**src/rtl/p2mrf_pkg.sv**
```systemverilog
// Package: shared constants, codes and types of the rotated mono framebuffer writer.
package p2mrf_pkg;

  // Default palette size
  localparam int PALETTE_DEPTH_DEFAULT = 256;

  // Configuration register indexes
  localparam logic [2:0] REG_PIXEL_FORMAT  = 3'd0;
  localparam logic [2:0] REG_WINDOW_X      = 3'd1;
  localparam logic [2:0] REG_WINDOW_Y      = 3'd2;
  localparam logic [2:0] REG_WINDOW_WIDTH  = 3'd3;
  localparam logic [2:0] REG_WINDOW_HEIGHT = 3'd4;
  localparam logic [2:0] REG_FB_WIDTH      = 3'd5;
  localparam logic [2:0] REG_FB_HEIGHT     = 3'd6;

  // Pixel format codes
  localparam logic [2:0] FMT_PAL1   = 3'd0;
  localparam logic [2:0] FMT_PAL4   = 3'd1;
  localparam logic [2:0] FMT_PAL8   = 3'd2;
  localparam logic [2:0] FMT_RGB555 = 3'd3;
  localparam logic [2:0] FMT_RGB24  = 3'd4;
  localparam logic [2:0] FMT_RGB32  = 3'd5;

  // Operation codes
  localparam logic OP_PALETTE_WRITE = 1'b0;
  localparam logic OP_PIXEL         = 1'b1;

  // Reset values of the registers
  localparam logic [2:0]  PIXEL_FORMAT_RESET  = FMT_RGB24;
  localparam logic [15:0] WINDOW_WIDTH_RESET  = 16'd1200;
  localparam logic [15:0] WINDOW_HEIGHT_RESET = 16'd1600;
  localparam logic [12:0] FB_WIDTH_RESET      = 13'd1200;
  localparam logic [12:0] FB_HEIGHT_RESET     = 13'd1600;

  // Luma weights and threshold
  localparam logic [6:0] LUMA_R_WEIGHT  = 7'd38;
  localparam logic [6:0] LUMA_G_WEIGHT  = 7'd75;
  localparam logic [6:0] LUMA_B_WEIGHT  = 7'd15;
  localparam logic [7:0] LUMA_THRESHOLD = 8'h80;
  localparam logic [7:0] MONO_WHITE     = 8'hf0;
  localparam logic [7:0] MONO_BLACK     = 8'h00;

  // RGB555 field masks
  localparam logic [7:0] RGB555_R_MASK  = 8'h7c;
  localparam logic [7:0] RGB555_GH_MASK = 8'h03;
  localparam logic [7:0] RGB555_GL_MASK = 8'he0;
  localparam logic [7:0] RGB555_B_MASK  = 8'h1f;

  // Pixel as it enters the shading logic
  typedef struct packed {
    logic [2:0] format;
    logic [7:0] byte0;
    logic [7:0] byte1;
    logic [7:0] byte2;
    logic       palette_ok;
  } pix_t;

endpackage

```
**src/rtl/p2mrf_shade.sv**
```systemverilog
// Pixel decode by format, luma weighting and threshold to a mono value.
module p2mrf_shade (
  input  p2mrf_pkg::pix_t  pix,
  input  logic [23:0]      palette_color,
  output logic [7:0]       mono
);

  import p2mrf_pkg::*;

  logic [7:0]  red;
  logic [7:0]  green;
  logic [7:0]  blue;
  logic [14:0] luma_sum;
  logic [7:0]  luma;

  // Decode the color components
  always_comb begin
    red   = 8'd0;
    green = 8'd0;
    blue  = 8'd0;
    case (pix.format)
      FMT_PAL1, FMT_PAL4, FMT_PAL8: begin
        if (pix.palette_ok) begin
          red   = palette_color[23:16];
          green = palette_color[15:8];
          blue  = palette_color[7:0];
        end
      end
      FMT_RGB555: begin
        red   = (pix.byte0 & RGB555_R_MASK) << 1;
        green = {pix.byte0[1:0] & RGB555_GH_MASK[1:0],
                 pix.byte1[7:5] & RGB555_GL_MASK[7:5], 3'b000};
        blue  = (pix.byte1 & RGB555_B_MASK) << 3;
      end
      FMT_RGB24, FMT_RGB32: begin
        red   = pix.byte0;
        green = pix.byte1;
        blue  = pix.byte2;
      end
      default: begin
        red   = 8'd0;
        green = 8'd0;
        blue  = 8'd0;
      end
    endcase
  end

  // Weight and threshold; the sum tops out at 255 * 128
  assign luma_sum = 15'(red * LUMA_R_WEIGHT) + 15'(green * LUMA_G_WEIGHT)
                  + 15'(blue * LUMA_B_WEIGHT);
  assign luma     = luma_sum[14:7];
  assign mono     = (luma >= LUMA_THRESHOLD) ? MONO_WHITE : MONO_BLACK;

endmodule

```
**config.mk**
```make
export PLATFORM = sky130hd
export DESIGN_NAME = p2mrf_shade
export DESIGN_NICKNAME = d
export VERILOG_FILES = /design/src/rtl/p2mrf_pkg.sv /design/src/rtl/p2mrf_shade.sv
export SDC_FILE = /design/constraint.sdc
export NUM_CORES = 1
export LEC_CHECK = 0
export ABC_AREA = 1
export BUFFER_PORTS_ARGS = -buffer_cell sky130_fd_sc_hd__buf_2
export CORE_MARGIN = 3
export CORE_UTILIZATION = 44
export DETAILED_ROUTE_END_ITERATION = 10
export GPL_TIMING_DRIVEN = 0
export PLACE_DENSITY = 0.66
export SYNTH_ARGS = -nofsm -noshare
export SYNTH_HDL_FRONTEND = slang
export SYNTH_SLANG_ARGS = --single-unit
```
**constraint.sdc**
```tcl
create_clock -name vclk -period 24.9
set_input_delay 4.98 -clock vclk [all_inputs]
set_output_delay 4.98 -clock vclk [all_outputs]
set_load 0.01 [all_outputs]
```
==> impl_metrics.ini <==
[critical_path]
crit_type = in -> out
crit_slowest_cell = fa_1
cp.required_ps = 19920
crit_path_start_kind = input port
cpPeakStageDelay_ps = 490
cp_max_fo = 10
crit_path_frequent_cell = nand2_1
endpoint_kind = output port
crit_arrival_ps = 10820

[detailed_routing]
first_pass_iters = 4
vias = 2473
vias_per_cell = 4.926
drt_iter0_markers = 96
antenna_left = 0
totalWireLength_mm = 6.375
wl_per_cell_um = 12.70
drc = 0

[cells_and_area]
final_core_util_pct = 52.78
drive_above_1_share_pct = 18.35
fin_nets = 593
n_antenna_cell = 0
clkbuf_count = 0
fill_cells = 646
seq_cells = 0
area_delta_synth_final_pct = 12.50
multi_input_area_sq_um = 2571
register_area_sq_um = 0
finalNonFillerCells = 502

[logic_synthesis]
syn_area_sq_um = 3064
ys_seq_area_share_pct = 0
avgSynthCellArea_sq_um = 8.349
syn_inst = 367
yosysWarnings = 0
ys_types = 32

[timing]
tns_ps = 0
tightest_slew_ps = 921.7
fin_crit_ps = 15800
hold_violations = 0
rsz0062_at_grt = false
setup_ws_ps = 9102
setup_viol = 0
layout_worst_path_cycle_share_pct = 63.45
slew_headroom_pct = 38.55
drv_slew = 0
fmax_mhz = 63.30

[power_and_ir_drop]
swShare_pct = 55.74
irDropWorstVdd_mv = 0.03857
p_seq_share_pct = 0
leakage_nw = 2.139
power_frac_clock_pct = 0
comb_power_share_pct = 100.0
p_int_uw = 93.84
power_density_nw_per_um2 = 61.51
p_sw_uw = 118.2

[floorplan]
core-area_sq_um = 6531
initial_utilization_pct = 46.92
design.die.area_sq_um = 8001
die_y_um = 89.45
die_w_um = 89.45
ioPinCount = 60
rows = 29

[clock_network]
postCtsHoldBufs = 0
cts_resized = 0
cts_setup_buffers = 0

[grt]
antenna_found_initial = 0
grt_max_degree = 11
grt_pass1_wl_mm = 10.77
grt_pass1_vias = 2414
grt.total_usage_pct = 16.75
grt-ovfl-total = 0

[placement]
gp_congestion = 0.8235
place_inst = 502
dpl.hpwl_mm = 6.030
port-buffer-count = 55
dp_slack_ps = 9110

[job]
max_cap_viol_count = 0

[hold_path]
min_path_type = in -> out

[status]
status = finished clean
stage by stage:
step | instance area [sq um] | hold slack, ps | power [mW]
floorplan | 3075 | 10490 | 0.1696
global placement | 3447 | 10900 | 0.2112
detailed placement | 3447 | 10920 | 0.2159
CTS | 3447 | 10920 | 0.2178
global route | 3447 | 11040 | 0.2623
finish | 3447 | 10890 | 0.2120
worst max-delay path, delay by kind of cell:
kind,cells,cell delay [ps]
and+or+nand+nor,7,560
buffers and inverters,6,850
adders and majority gates,8,3390
AOI/OAI and AO/OA,5,820
xor gates and xnor gates,1,220
power groups by stage:
| stage | Combinational, mW | Clock, mW | Sequential, mW |
|---|---|---|---|
| 2_1_floorplan | 0.170 | 0 | 0 |
| 3_3_place_gp | 0.211 | 0 | 0 |
| 3_5_place_dp | 0.216 | 0 | 0 |
| 4_1_cts | 0.218 | 0 | 0 |
| 5_1_grt | 0.262 | 0 | 0 |
| 6_report | 0.212 | 0 | 0 |
cell usage in the layout (no fill, tap or decap), types with 4 or more instances in the layout:
cell     netlist  layout
nand3_1       10      10
a22oi_1        5       5
ha_1          60      60
fa_1          54      54
inv_2          4       4
a21oi_1       16      16
nand2_1       47      47
buf_4          8       8
conb_1         1       4
o21ai_0        6       6
buf_2          1      56
inv_1        107     107
xor2_1         6       6
nor2_1         9       9
path summary, 6_finish.rpt:
check	slack, ps	start	to	cells after the start
max	9100	pix[26]	mono[7]	27
min	10890	pix[1]	mono[4]	11
cells by family after synthesis:
family,share of synthesized area (%)
AND/OR/NAND/NOR,10.17
buffers and inverters,16.46
other,0.1224
XOR/XNOR,2.573
AO/OA/AOI/OAI,10.90
adder cells (fa/ha/maj),59.78
routing by layer:
metal	track usage (%)	wire [um]
met1	25.47	2922
met2	28.60	3293
met3	0.1843	159
met4	0	0
met5	0	0
cell usage after synthesis, types with 3 or more instances:
cell	instances	area, sq um
nand3_1	10	50.05
inv_1	107	401.6
o21a_1	3	22.52
nor2_1	9	33.78
ha_1	60	750.7
a21oi_1	16	80.08
a221oi_1	3	26.28
o21ai_0	6	30.03
buf_4	8	60.06
xor2_1	6	52.55
nand2_1	47	176.4
fa_1	54	1081
xnor2_1	3	26.28
a22oi_1	5	37.54
a22o_1	3	26.28
inv_2	4	15.01
final cells by class:
class	count	area share, %
multi-input cells	248	74.59
inverters	111	12.09
repair buffers	55	7.985
plain buffers	11	2.541
well taps	77	2.795
(Power assumes the default switching activity.)
